===== src/sv/bvsg_pkg.sv =====
package bvsg_pkg;

    // Fixed formats
    localparam int CURVE_POINTS     = 11;
    localparam int FILTER_FRAC_BITS = 16;
    localparam int TAP_W            = 13;
    localparam int MV_W             = 16;
    localparam int FILT_W           = MV_W + FILTER_FRAC_BITS;
    localparam int DIV_GAIN_W       = 16;
    localparam int SMOOTH_GAIN_W    = 17;
    localparam int PROD_W           = FILT_W + SMOOTH_GAIN_W;
    localparam int PCT_W            = 7;
    localparam int IDX_W            = $clog2(CURVE_POINTS);
    localparam int SEG_W            = $clog2(CURVE_POINTS - 1);
    // Widest curve segment is 300 mV, steepest rise 15 percent
    localparam int DV_W             = 9;
    localparam int QUO_W            = 4;
    localparam int SHAMT_W          = $clog2(QUO_W);
    localparam int NUM_W            = 11;
    localparam int STEP_W           = 4;

    typedef logic [MV_W-1:0]  mv_t;
    typedef logic [PCT_W-1:0] pct_t;
    typedef logic [STEP_W-1:0] step_t;

    // LiPo discharge curve, highest point first
    localparam mv_t CURVE_MV [CURVE_POINTS] = '{
        16'd4200, 16'd4100, 16'd4000, 16'd3900, 16'd3800, 16'd3700,
        16'd3600, 16'd3500, 16'd3400, 16'd3300, 16'd3000
    };
    localparam pct_t CURVE_PCT [CURVE_POINTS] = '{
        7'd100, 7'd90, 7'd80, 7'd65, 7'd50, 7'd35,
        7'd20,  7'd12, 7'd8,  7'd5,  7'd0
    };

    // Register reset values and tier limits
    localparam logic [DIV_GAIN_W-1:0]    DIV_GAIN_RESET    = 16'd8192;
    localparam logic [SMOOTH_GAIN_W-1:0] SMOOTH_GAIN_RESET = 17'd13107;
    localparam logic [SMOOTH_GAIN_W-1:0] ALPHA_ONE         = 17'h10000;
    localparam pct_t HEALTHY_ABOVE = 7'd50;
    localparam pct_t LOW_FROM      = 7'd20;

    typedef enum logic [0:0] {
        REG_DIVIDER_GAIN   = 1'b0,
        REG_SMOOTHING_GAIN = 1'b1
    } cfg_reg_t;

    typedef enum logic [1:0] {
        TIER_HEALTHY  = 2'd0,
        TIER_LOW      = 2'd1,
        TIER_CRITICAL = 2'd2
    } tier_t;

    // Datapath operations
    typedef enum logic [3:0] {
        OP_NOP,
        OP_LOAD,
        OP_MUL_TAP,
        OP_SCALE,
        OP_SEED,
        OP_MUL_ALPHA,
        OP_UPDATE,
        OP_ROUND,
        OP_CLASSIFY,
        OP_INTERP,
        OP_DIV,
        OP_PCT,
        OP_EMIT
    } op_t;

    // Sequencer branch conditions
    typedef enum logic [2:0] {
        CND_NEXT,
        CND_IF_CLEAR,
        CND_IF_FIRST,
        CND_IF_EDGE,
        CND_WAIT_IN,
        CND_WAIT_OUT
    } cond_t;

    // Program labels
    localparam step_t STEP_FETCH = 4'd0;
    localparam step_t STEP_ROUND = 4'd6;
    localparam step_t STEP_EMIT  = 4'd14;

    typedef struct packed {
        op_t                op;
        cond_t              cond;
        step_t              target;
        logic [SHAMT_W-1:0] shamt;
    } uword_t;

    typedef struct packed {
        logic is_clear;
        logic has_sample;
        logic edge_hit;
    } dp_stat_t;

    typedef struct packed {
        mv_t   voltage;
        pct_t  percent;
        tier_t tier;
        logic  valid;
    } result_t;

endpackage


===== src/sv/bvsg_ucode_rom.sv =====
module bvsg_ucode_rom
    import bvsg_pkg::*;
(
    input  step_t  step,
    output uword_t uword
);

    // Control store: one word per step
    always_comb begin
        unique case (step)
            4'd0:  uword = '{op: OP_LOAD,      cond: CND_WAIT_IN,  target: STEP_FETCH, shamt: 2'd0};
            4'd1:  uword = '{op: OP_MUL_TAP,   cond: CND_IF_CLEAR, target: STEP_ROUND, shamt: 2'd0};
            4'd2:  uword = '{op: OP_SCALE,     cond: CND_NEXT,     target: STEP_FETCH, shamt: 2'd0};
            4'd3:  uword = '{op: OP_SEED,      cond: CND_IF_FIRST, target: STEP_ROUND, shamt: 2'd0};
            4'd4:  uword = '{op: OP_MUL_ALPHA, cond: CND_NEXT,     target: STEP_FETCH, shamt: 2'd0};
            4'd5:  uword = '{op: OP_UPDATE,    cond: CND_NEXT,     target: STEP_FETCH, shamt: 2'd0};
            4'd6:  uword = '{op: OP_ROUND,     cond: CND_NEXT,     target: STEP_FETCH, shamt: 2'd0};
            4'd7:  uword = '{op: OP_CLASSIFY,  cond: CND_IF_EDGE,  target: STEP_EMIT,  shamt: 2'd0};
            4'd8:  uword = '{op: OP_INTERP,    cond: CND_NEXT,     target: STEP_FETCH, shamt: 2'd0};
            4'd9:  uword = '{op: OP_DIV,       cond: CND_NEXT,     target: STEP_FETCH, shamt: 2'd3};
            4'd10: uword = '{op: OP_DIV,       cond: CND_NEXT,     target: STEP_FETCH, shamt: 2'd2};
            4'd11: uword = '{op: OP_DIV,       cond: CND_NEXT,     target: STEP_FETCH, shamt: 2'd1};
            4'd12: uword = '{op: OP_DIV,       cond: CND_NEXT,     target: STEP_FETCH, shamt: 2'd0};
            4'd13: uword = '{op: OP_PCT,       cond: CND_NEXT,     target: STEP_FETCH, shamt: 2'd0};
            4'd14: uword = '{op: OP_EMIT,      cond: CND_WAIT_OUT, target: STEP_FETCH, shamt: 2'd0};
            default: uword = '{op: OP_NOP,     cond: CND_NEXT,     target: STEP_FETCH, shamt: 2'd0};
        endcase
    end

endmodule


===== src/sv/bvsg_datapath.sv =====
module bvsg_datapath
    import bvsg_pkg::*;
(
    input  logic                     aclk,
    input  logic                     aresetn,
    input  uword_t                   uword,
    input  logic                     exec,
    input  logic                     in_opcode,
    input  logic [TAP_W-1:0]         in_tap,
    input  logic [DIV_GAIN_W-1:0]    divider_gain,
    input  logic [SMOOTH_GAIN_W-1:0] smoothing_gain,
    output dp_stat_t                 stat,
    output result_t                  result
);

    // State
    logic              has_reg, has_next;
    logic [FILT_W-1:0] filt_reg, filt_next;

    // Working registers
    logic              opc_reg, opc_next;
    logic [TAP_W-1:0]  tap_reg, tap_next;
    logic [PROD_W-1:0] prod_reg, prod_next;
    mv_t               scaled_reg, scaled_next;
    logic [FILT_W-1:0] mag_reg, mag_next;
    logic              neg_reg, neg_next;
    mv_t               mv_reg, mv_next;
    logic [SEG_W-1:0]  seg_reg, seg_next;
    logic [NUM_W-1:0]  rem_reg, rem_next;
    logic [QUO_W-1:0]  quo_reg, quo_next;
    pct_t              pct_reg, pct_next;

    logic [TAP_W-2:0]         tap_clamp;
    logic [27:0]              tap_prod;
    logic [28:0]              scale_sum;
    mv_t                      scaled_w;
    logic [FILT_W-1:0]        target;
    logic [SMOOTH_GAIN_W-1:0] alpha;
    logic [PROD_W:0]          step_sum;
    logic [FILT_W-1:0]        step_w;
    logic [FILT_W:0]          round_sum;
    mv_t                      mv_w;
    logic [SEG_W-1:0]         seg_w;
    logic [IDX_W-1:0]         hi_idx, lo_idx;
    mv_t                      lo_mv;
    pct_t                     lo_pct;
    logic [DV_W-1:0]          dv, off;
    logic [QUO_W-1:0]         dp;
    logic [QUO_W+DV_W-1:0]    num_w;
    logic [NUM_W:0]           dvs;
    logic                     at_top, at_bottom;
    tier_t                    tier_w;

    // Scaling and filter arithmetic
    always_comb begin
        tap_clamp = tap_reg[TAP_W-1] ? '0 : tap_reg[TAP_W-2:0];
        tap_prod  = tap_clamp * divider_gain;
        scale_sum = prod_reg[27:0] + 29'd2048;
        scaled_w  = scale_sum[28] ? '1 : scale_sum[27:12];
        target    = {scaled_reg, {FILTER_FRAC_BITS{1'b0}}};
        alpha     = (smoothing_gain > ALPHA_ONE) ? ALPHA_ONE : smoothing_gain;
        step_sum  = {1'b0, prod_reg} + (PROD_W+1)'(32768);
        step_w    = step_sum[FILT_W+15:16];
        round_sum = {1'b0, filt_reg} + (FILT_W+1)'(1 << (FILTER_FRAC_BITS - 1));
        if (!has_reg) begin
            mv_w = '0;
        end else if (round_sum[FILT_W]) begin
            mv_w = '1;
        end else begin
            mv_w = round_sum[FILT_W-1:FILTER_FRAC_BITS];
        end
    end

    // Curve segment lookup and interpolation terms
    always_comb begin
        seg_w = '0;
        for (int j = 1; j < CURVE_POINTS; j++) begin
            if (CURVE_MV[j] > mv_reg) seg_w = seg_w + 1'b1;
        end
        at_top    = (mv_reg >= CURVE_MV[0]);
        at_bottom = (mv_reg <= CURVE_MV[CURVE_POINTS-1]);
        hi_idx    = IDX_W'(seg_reg);
        lo_idx    = hi_idx + 1'b1;
        lo_mv     = CURVE_MV[lo_idx];
        lo_pct    = CURVE_PCT[lo_idx];
        dv        = DV_W'(CURVE_MV[hi_idx] - lo_mv);
        dp        = QUO_W'(CURVE_PCT[hi_idx] - lo_pct);
        off       = DV_W'(mv_reg - lo_mv);
        num_w     = dp * off + (QUO_W+DV_W)'(dv >> 1);
        dvs       = (NUM_W+1)'({3'b000, dv} << uword.shamt);
        if (pct_reg > HEALTHY_ABOVE) begin
            tier_w = TIER_HEALTHY;
        end else if (pct_reg >= LOW_FROM) begin
            tier_w = TIER_LOW;
        end else begin
            tier_w = TIER_CRITICAL;
        end
    end

    // Operation decode
    always_comb begin
        has_next    = has_reg;
        filt_next   = filt_reg;
        opc_next    = opc_reg;
        tap_next    = tap_reg;
        prod_next   = prod_reg;
        scaled_next = scaled_reg;
        mag_next    = mag_reg;
        neg_next    = neg_reg;
        mv_next     = mv_reg;
        seg_next    = seg_reg;
        rem_next    = rem_reg;
        quo_next    = quo_reg;
        pct_next    = pct_reg;
        if (exec) begin
            unique case (uword.op)
                OP_LOAD: begin
                    opc_next = in_opcode;
                    tap_next = in_tap;
                end
                OP_MUL_TAP: begin
                    prod_next = PROD_W'(tap_prod);
                    if (opc_reg) begin
                        filt_next = '0;
                        has_next  = 1'b0;
                    end
                end
                OP_SCALE: scaled_next = scaled_w;
                OP_SEED: begin
                    if (!has_reg) begin
                        filt_next = target;
                        has_next  = 1'b1;
                    end else begin
                        neg_next = (target < filt_reg);
                        mag_next = (target < filt_reg) ? filt_reg - target : target - filt_reg;
                    end
                end
                OP_MUL_ALPHA: prod_next = mag_reg * alpha;
                OP_UPDATE: filt_next = neg_reg ? filt_reg - step_w : filt_reg + step_w;
                OP_ROUND: mv_next = mv_w;
                OP_CLASSIFY: begin
                    seg_next = seg_w;
                    if (at_top) begin
                        pct_next = CURVE_PCT[0];
                    end else if (at_bottom) begin
                        pct_next = CURVE_PCT[CURVE_POINTS-1];
                    end
                end
                OP_INTERP: begin
                    rem_next = NUM_W'(num_w);
                    quo_next = '0;
                end
                OP_DIV: begin
                    if ({1'b0, rem_reg} >= dvs) begin
                        rem_next = rem_reg - dvs[NUM_W-1:0];
                        quo_next[uword.shamt] = 1'b1;
                    end
                end
                OP_PCT: pct_next = lo_pct + PCT_W'(quo_reg);
                default: ;
            endcase
        end
    end

    // Filter state
    always_ff @(posedge aclk) begin
        if (!aresetn) begin
            has_reg  <= 1'b0;
            filt_reg <= '0;
        end else begin
            has_reg  <= has_next;
            filt_reg <= filt_next;
        end
    end

    // Working registers
    always_ff @(posedge aclk) begin
        opc_reg    <= opc_next;
        tap_reg    <= tap_next;
        prod_reg   <= prod_next;
        scaled_reg <= scaled_next;
        mag_reg    <= mag_next;
        neg_reg    <= neg_next;
        mv_reg     <= mv_next;
        seg_reg    <= seg_next;
        rem_reg    <= rem_next;
        quo_reg    <= quo_next;
        pct_reg    <= pct_next;
    end

    assign stat.is_clear   = opc_reg;
    assign stat.has_sample = has_reg;
    assign stat.edge_hit   = at_top | at_bottom;

    assign result.voltage = mv_reg;
    assign result.percent = pct_reg;
    assign result.tier    = tier_w;
    assign result.valid   = has_reg;

endmodule


===== src/sv/battery_voltage_smoother_gauge.sv =====
// Each item is accepted and carried to a result by the microcode program that steps
// one shared datapath through scaling, filter update and interpolation; the seeding
// sample, a voltage that lies off the curve and a clear take shorter paths. A new item
// is accepted only once the previous result has been handed to the output register.
// Reset (aresetn low, synchronous) empties the filter, clears validity, drops
// m_tvalid and returns both gain registers to their defaults.
module battery_voltage_smoother_gauge
    import bvsg_pkg::*;
(
    input  logic                     aclk,
    input  logic                     aresetn,
    input  logic                     s_tvalid,
    output logic                     s_tready,
    input  logic [15:0]              s_tdata,   // [12:0] tap_voltage
    input  logic                     s_tuser,   // [0] opcode
    output logic                     m_tvalid,
    input  logic                     m_tready,
    output logic [31:0]              m_tdata,   // [15:0] battery_voltage, [22:16] charge_percent,
                                                // [24:23] charge_tier
    output logic                     m_tuser,   // [0] reading_valid
    input  logic                     cfg_we,
    input  logic                     cfg_addr,
    input  logic [SMOOTH_GAIN_W-1:0] cfg_wdata
);

    logic [DIV_GAIN_W-1:0]    divider_gain_reg;
    logic [SMOOTH_GAIN_W-1:0] smoothing_gain_reg;
    step_t                    pc_reg, pc_next;
    logic                     m_tvalid_reg, m_tvalid_next;
    logic [31:0]              m_tdata_reg;
    logic                     m_tuser_reg;
    uword_t                   uword;
    dp_stat_t                 dp_stat;
    result_t                  result;
    logic                     exec;
    logic                     out_free;

    // Configuration registers
    always_ff @(posedge aclk) begin
        if (!aresetn) begin
            divider_gain_reg   <= DIV_GAIN_RESET;
            smoothing_gain_reg <= SMOOTH_GAIN_RESET;
        end else if (cfg_we) begin
            unique case (cfg_reg_t'(cfg_addr))
                REG_DIVIDER_GAIN:   divider_gain_reg   <= cfg_wdata[DIV_GAIN_W-1:0];
                REG_SMOOTHING_GAIN: smoothing_gain_reg <= cfg_wdata;
                default: ;
            endcase
        end
    end

    bvsg_ucode_rom u_rom (
        .step  (pc_reg),
        .uword (uword)
    );

    bvsg_datapath u_dp (
        .aclk           (aclk),
        .aresetn        (aresetn),
        .uword          (uword),
        .exec           (exec),
        .in_opcode      (s_tuser),
        .in_tap         (s_tdata[TAP_W-1:0]),
        .divider_gain   (divider_gain_reg),
        .smoothing_gain (smoothing_gain_reg),
        .stat           (dp_stat),
        .result         (result)
    );

    assign out_free = !m_tvalid_reg || m_tready;

    // Sequencer: step counter with conditional jumps and wait states
    always_comb begin
        exec    = 1'b1;
        pc_next = pc_reg + 1'b1;
        unique case (uword.cond)
            CND_NEXT:     pc_next = pc_reg + 1'b1;
            CND_IF_CLEAR: if (dp_stat.is_clear) pc_next = uword.target;
            CND_IF_FIRST: if (!dp_stat.has_sample) pc_next = uword.target;
            CND_IF_EDGE:  if (dp_stat.edge_hit) pc_next = uword.target;
            CND_WAIT_IN: begin
                exec    = s_tvalid;
                pc_next = s_tvalid ? pc_reg + 1'b1 : pc_reg;
            end
            CND_WAIT_OUT: begin
                exec    = out_free;
                pc_next = out_free ? uword.target : pc_reg;
            end
            default: pc_next = STEP_FETCH;
        endcase
    end

    assign s_tready = (uword.cond == CND_WAIT_IN);

    // Output register
    always_comb begin
        m_tvalid_next = m_tvalid_reg;
        if (exec && uword.op == OP_EMIT) begin
            m_tvalid_next = 1'b1;
        end else if (m_tready) begin
            m_tvalid_next = 1'b0;
        end
    end

    always_ff @(posedge aclk) begin
        if (!aresetn) begin
            pc_reg       <= STEP_FETCH;
            m_tvalid_reg <= 1'b0;
        end else begin
            pc_reg       <= pc_next;
            m_tvalid_reg <= m_tvalid_next;
        end
    end

    always_ff @(posedge aclk) begin
        if (exec && uword.op == OP_EMIT) begin
            m_tdata_reg <= {7'd0, result.tier, result.percent, result.voltage};
            m_tuser_reg <= result.valid;
        end
    end

    assign m_tvalid = m_tvalid_reg;
    assign m_tdata  = m_tdata_reg;
    assign m_tuser  = m_tuser_reg;

    // One item in flight at a time
    a_single_item: assert property (@(posedge aclk) disable iff (!aresetn)
        (s_tvalid && s_tready) |=> !s_tready)
        else $error("second item accepted while one is in flight");

    // A clear empties the filter at its MUL_TAP step
    a_clear_empties: assert property (@(posedge aclk) disable iff (!aresetn)
        (s_tvalid && s_tready && s_tuser) |-> ##2 !dp_stat.has_sample)
        else $error("clear did not reset filter validity");

    // No reading means zero voltage and percent
    a_no_reading_zero: assert property (@(posedge aclk) disable iff (!aresetn)
        (m_tvalid && !m_tuser) |-> (m_tdata[22:0] == 23'd0))
        else $error("nonzero voltage or percent without a reading");

    // Percent stays on the curve range
    a_pct_range: assert property (@(posedge aclk) disable iff (!aresetn)
        m_tvalid |-> (m_tdata[22:16] <= 7'd100))
        else $error("charge percent above 100");

endmodule

===== config.mk =====
export PLATFORM = sky130hd
export DESIGN_NAME = battery_voltage_smoother_gauge
export DESIGN_NICKNAME = d
export VERILOG_FILES = /design/src/sv/bvsg_pkg.sv /design/src/sv/bvsg_ucode_rom.sv /design/src/sv/bvsg_datapath.sv /design/src/sv/battery_voltage_smoother_gauge.sv
export SDC_FILE = /design/constraint.sdc
export NUM_CORES = 2
export LEC_CHECK = 0
export BUFFER_PORTS_ARGS = -buffer_cell sky130_fd_sc_hd__buf_2
export CAP_MARGIN = 20
export CORE_ASPECT_RATIO = 0.6
export CORE_MARGIN = 3
export CORE_UTILIZATION = 35
export DETAILED_ROUTE_END_ITERATION = 12
export GPL_ROUTABILITY_DRIVEN = 1
export GPL_TIMING_DRIVEN = 0
export PLACE_DENSITY_LB_ADDON = 0.15
export SETUP_SLACK_MARGIN = 0.4
export SLEW_MARGIN = 0
export SYNTH_ARGS = -nofsm -noshare
export SYNTH_HDL_FRONTEND = slang
export SYNTH_SLANG_ARGS = --single-unit

===== constraint.sdc =====
create_clock -name aclk -period 7.5 [get_ports aclk]
set_clock_uncertainty 0.2 [all_clocks]
set_input_delay 0.75 -clock aclk [delete_from_list [all_inputs] [get_ports aclk]]
set_output_delay 0.75 -clock aclk [all_outputs]
set_load 0.1 [all_outputs]

==> metrics.txt <==
# TYPE chip_impl_metric gauge
chip_impl_metric{name="die-height",unit="µm"} 271
chip_impl_metric{name="die-area",unit="µm²"} 121000
chip_impl_metric{name="netlist_instances",unit=""} 4659
chip_impl_metric{name="worst-r2r-setup-slack",unit="ps"} -260
chip_impl_info{name="worst_setup_path_end_kind",value="register"} 1
chip_impl_metric{name="globalRouteTotalUtil",unit="%"} 23.6
chip_impl_info{name="clk_root_buffer_cell",value="sky130_fd_sc_hd__clkbuf_16"} 1
chip_impl_metric{name="drt_iter0_markers",unit=""} 3004
chip_impl_metric{name="final_net_count",unit=""} 5839
chip_impl_metric{name="final_hold_viol_count",unit=""} 0
chip_impl_metric{name="avg_synthesized_cell_area",unit="µm²"} 8.80
chip_impl_info{name="mostFrequentLayoutCells",value="sky130_fd_sc_hd__inv_1 (721), sky130_fd_sc_hd__nand2_1 (683), sky130_fd_sc_hd__fa_1 (571), sky130_fd_sc_hd__and2_1 (305), sky130_fd_sc_hd__ha_1 (284)"} 1
chip_impl_metric{name="clock_h_tree_levels",unit=""} 2
chip_impl_metric{name="synth-edff-count",unit=""} 168
chip_impl_metric{name="globalplace.congestion",unit=""} 0.913
chip_impl_metric{name="power-per-cell-area",unit="nW/µm²"} 394
chip_impl_metric{name="total_power",unit="µW"} 18700
chip_impl_info{name="ys_flop_type",value="sky130_fd_sc_hd__edfxtp_1"} 1
chip_impl_metric{name="detail_route.first_pass.iterations",unit=""} 8
chip_impl_metric{name="io_pins",unit=""} 75
chip_impl_metric{name="groute.layer.met3.usage",unit="%"} 9.69
chip_impl_metric{name="number_of_global_route_vias_before_repair",unit=""} 32600
chip_impl_metric{name="floorplan.initialDensity",unit="%"} 35.6
chip_impl_metric{name="cellLeakagePower",unit="µW"} 0.0218
chip_impl_metric{name="core",unit="µm²"} 115000
chip_impl_metric{name="synthDistinctLibCells",unit=""} 94
chip_impl_metric{name="finalWorstPathRequiredPeriod",unit="ps"} 7760
chip_impl_metric{name="yosys_warnings",unit=""} 0
chip_impl_metric{name="asyncSetResetFlopFracSynth",unit="%"} 0
chip_impl_metric{name="largest_register_ff_count",unit=""} 37
chip_impl_metric{name="final_min_period_over_clock_period",unit="%"} 104
chip_impl_metric{name="layout-drive-gt1-share",unit="%"} 12.5
chip_impl_metric{name="synth-seq-cells",unit=""} 250
chip_impl_info{name="worst-setup-path-type",value="register to register"} 1
chip_impl_metric{name="route.detailed.vias_per_inst",unit=""} 5.20
chip_impl_metric{name="cp.required",unit="ps"} 7570
chip_impl_metric{name="maxSlewHeadroom",unit="%"} 38.3
chip_impl_info{name="worstHoldPathType",value="input pin to register"} 1
chip_impl_metric{name="postLayoutSetupSlackWorst",unit="ps"} -263
chip_impl_metric{name="use_met2",unit="%"} 26.9
chip_impl_metric{name="timing.final.setup_violations",unit=""} 20
chip_impl_metric{name="cp_max_fo",unit=""} 10
chip_impl_metric{name="worst_ir_drop_vdd",unit="mV"} 0.529
chip_impl_metric{name="finalMaxSlewViolations",unit=""} 0
chip_impl_metric{name="antenna_found_initial",unit=""} 6
chip_impl_metric{name="clock_latency_late_sink",unit="ps"} 550
chip_impl_metric{name="hpwlAfterDp",unit="mm"} 117
chip_impl_metric{name="vias",unit=""} 33400
chip_impl_metric{name="ctsHoldBuffers",unit=""} 0
chip_impl_metric{name="number_of_placement_rows",unit=""} 96
chip_impl_metric{name="overall_overflow_remaining_after_global_route",unit=""} 0
chip_impl_info{name="clock_tree_from_tritoncts",value="built"} 1
chip_impl_metric{name="totalWireLength",unit="mm"} 143
chip_impl_metric{name="mappedNetlistArea",unit="µm²"} 41000
chip_impl_metric{name="path_clk_slew",unit="ps"} 60
chip_impl_metric{name="maximum_number_of_pins_on_one_net_before_global_route_repair",unit=""} 33
chip_impl_info{name="rsz_0062_raised_after_global_routing",value="yes"} 1
chip_impl_metric{name="drc_markers",unit=""} 0
chip_impl_info{name="most_common_cell_after_layout_fill_and_taps_aside",value="sky130_fd_sc_hd__inv_1"} 1
chip_impl_metric{name="antenna_left",unit=""} 0
chip_impl_info{name="status",value="finished with violations"} 1
chip_impl_info{name="cp-start-kind",value="register"} 1
chip_impl_metric{name="cap_violations",unit=""} 0
chip_impl_metric{name="numCtsBuffers",unit=""} 34
chip_impl_info{name="gr-max-usage-layer",value="met1"} 1
chip_impl_metric{name="port_buffers",unit=""} 64
chip_impl_info{name="violations",value="setup timing"} 1
chip_impl_metric{name="avgRoutedWirePerCell",unit="µm"} 22.2
chip_impl_metric{name="cts.path.max_buffers",unit=""} 3
chip_impl_metric{name="timing_worst_slew_pin_value",unit="ps"} 926
chip_impl_metric{name="numClockSinks",unit=""} 250
chip_impl_metric{name="fmaxAchievable",unit="MHz"} 129
chip_impl_metric{name="final.hold.worst_slack",unit="ps"} 174
chip_impl_metric{name="num-fill-cells",unit=""} 11600
chip_impl_metric{name="floorplan.die.width",unit="µm"} 448
chip_impl_metric{name="data_arrival_time_of_the_critical_path",unit="ps"} 7830
chip_impl_metric{name="grt_first_pass_wirelength",unit="mm"} 214
chip_impl_metric{name="globalRouteMet1Util",unit="%"} 39.7
chip_impl_metric{name="layout-area-overhead-vs-synth",unit="%"} 15.8
chip_impl_metric{name="sequential_area_share_after_synthesis",unit="%"} 16.3
-- synthesized netlist by cell type (6+ instances only) --
cell | instances | area share (%)
sky130_fd_sc_hd__inv_1 | 753 | 6.9
sky130_fd_sc_hd__nand2_1 | 689 | 6.3
sky130_fd_sc_hd__fa_1 | 610 | 30
sky130_fd_sc_hd__and2_1 | 316 | 4.8
sky130_fd_sc_hd__ha_1 | 309 | 9.4
sky130_fd_sc_hd__clkbuf_1 | 181 | 1.7
sky130_fd_sc_hd__nor2_1 | 172 | 1.6
sky130_fd_sc_hd__edfxtp_1 | 168 | 12
sky130_fd_sc_hd__a21oi_1 | 164 | 2.0
sky130_fd_sc_hd__xnor2_1 | 141 | 3.0
sky130_fd_sc_hd__o21ai_0 | 124 | 1.5
sky130_fd_sc_hd__xor2_1 | 96 | 2.1
sky130_fd_sc_hd__dfxtp_1 | 82 | 4.0
sky130_fd_sc_hd__nor3_1 | 78 | 0.95
sky130_fd_sc_hd__nand3_1 | 76 | 0.93
sky130_fd_sc_hd__nor2b_1 | 65 | 0.99
sky130_fd_sc_hd__a21o_1 | 60 | 1.1
sky130_fd_sc_hd__a21boi_0 | 54 | 0.99
sky130_fd_sc_hd__o21a_1 | 47 | 0.86
sky130_fd_sc_hd__nand2b_1 | 46 | 0.70
sky130_fd_sc_hd__and3_1 | 34 | 0.52
sky130_fd_sc_hd__nand4_1 | 30 | 0.46
sky130_fd_sc_hd__a31oi_1 | 24 | 0.37
sky130_fd_sc_hd__mux2i_1 | 19 | 0.46
sky130_fd_sc_hd__nor4_1 | 19 | 0.29
sky130_fd_sc_hd__o31ai_1 | 18 | 0.33
sky130_fd_sc_hd__a211oi_1 | 17 | 0.31
sky130_fd_sc_hd__a221oi_1 | 17 | 0.36
sky130_fd_sc_hd__o211ai_1 | 16 | 0.29
sky130_fd_sc_hd__o21bai_1 | 16 | 0.29
sky130_fd_sc_hd__or3_1 | 16 | 0.24
sky130_fd_sc_hd__and4_1 | 14 | 0.30
sky130_fd_sc_hd__buf_2 | 14 | 0.17
sky130_fd_sc_hd__nor3b_1 | 13 | 0.24
sky130_fd_sc_hd__buf_1 | 12 | 0.11
sky130_fd_sc_hd__a22oi_1 | 8 | 0.15
sky130_fd_sc_hd__a41oi_1 | 8 | 0.17
sky130_fd_sc_hd__buf_4 | 8 | 0.15
sky130_fd_sc_hd__mux2_2 | 8 | 0.22
sky130_fd_sc_hd__o22ai_1 | 8 | 0.12
sky130_fd_sc_hd__a211o_1 | 7 | 0.15
sky130_fd_sc_hd__or2_2 | 7 | 0.11
sky130_fd_sc_hd__or4_1 | 7 | 0.13
sky130_fd_sc_hd__a311oi_1 | 6 | 0.13
-- layer usage --
| metal | share of wire, % | up-vias |
|---|---|---|
| met4 | 1.1 | 0 |
| met3 | 13 | 94 |
| li1 | - | 15400 |
| met1 | 52 | 16600 |
| met5 | 0 | - |
| met2 | 34 | 1393 |
-- what timing repair did --
item | in CTS | in global routing
gates cloned | 1 | 2
resized for setup | 300 | 197
pin swaps | 115 | 95
endpoints found under the setup margin | 39 | 40
buffers inserted | 56 | 46
-- worst paths after layout --
kind / start / end / cells past startpoint
setup / recovery: u_dp.mag_reg[7] / u_dp.prod_reg[22] / 23
setup reg to reg: u_dp.mag_reg[7] / u_dp.prod_reg[22] / 23
hold reg to reg: u_dp.pct_reg[1] / m_tdata[17] / 0
hold / removal: s_tdata[7] / u_dp.tap_reg[7] / 1
-- report_power, final --
group / internal [µW] / switching (µW)
clock: 1010 / 672
combinational: 6450 / 8520
sequential: 1790 / 274
total: 9250 / 9460
-- through the flow --
stage / setup WS, ps / area (µm²) / instances / util (%) / setup TNS, ps
after detailed placement: -1460 / 43600 / 6257 / 37.8 / -35060
after floorplan: 388 / 41200 / 4665 / - / 0
after global placement: -1450 / 43400 / 6248 / 37.7 / -35500
after global routing: -425 / 47500 / 6425 / 41.2 / -6590
final: -263 / 47500 / 6427 / 41.2 / -2740
after CTS: -219 / 46400 / 6376 / 40.3 / -1880
-- cell families after synthesis --
family / count (synthesis) / share of synthesized area (%)
mux: 31 / 0.827
other cells: 1 / 0.00915
compound gates: 647 / 10.4
fa+ha+maj: 919 / 39.2
flops: 250 / 16.3
xor+xnor: 239 / 5.16
buf+inv: 969 / 8.99
simple gates: 1603 / 19.1
-- final cells by class --
| cell class | instances | area [µm²] | area share [%] |
|---|---|---|---|
| Multi-Input combinational cell | 3446 | 32000 | 67.5 |
| Sequential cell | 250 | 6710 | 14.1 |
| Inverter | 754 | 2830 | 5.97 |
| Tap cell | 1519 | 1900 | 4.00 |
| Timing Repair Buffer | 179 | 1510 | 3.17 |
| Buffer | 215 | 1330 | 2.79 |
| Clock buffer | 43 | 958 | 2.02 |
| Clock inverter | 19 | 193 | 0.406 |
| Antenna cell | 2 | 5.00 | 0.0105 |
-- critical path, stage by stage, from the launching register on --
cell	delay (ps)
sky130_fd_sc_hd__edfxtp_1	810
sky130_fd_sc_hd__clkbuf_1	640
sky130_fd_sc_hd__nand2_1	180
sky130_fd_sc_hd__fa_1	550
sky130_fd_sc_hd__fa_1	440
sky130_fd_sc_hd__fa_1	520
sky130_fd_sc_hd__fa_1	500
sky130_fd_sc_hd__inv_1	50
sky130_fd_sc_hd__fa_1	530
sky130_fd_sc_hd__inv_1	50
sky130_fd_sc_hd__fa_1	590
sky130_fd_sc_hd__inv_2	70
sky130_fd_sc_hd__ha_4	180
sky130_fd_sc_hd__a211o_1	280
sky130_fd_sc_hd__a21oi_2	120
sky130_fd_sc_hd__or3b_4	380
sky130_fd_sc_hd__o22a_4	240
sky130_fd_sc_hd__buf_6	130
sky130_fd_sc_hd__and2_4	130
sky130_fd_sc_hd__o21ai_2	130
sky130_fd_sc_hd__nand2b_1	100
sky130_fd_sc_hd__a211o_1	260
sky130_fd_sc_hd__nand4b_1	270
sky130_fd_sc_hd__o21ai_1	120
(Power assumes the default switching activity.)
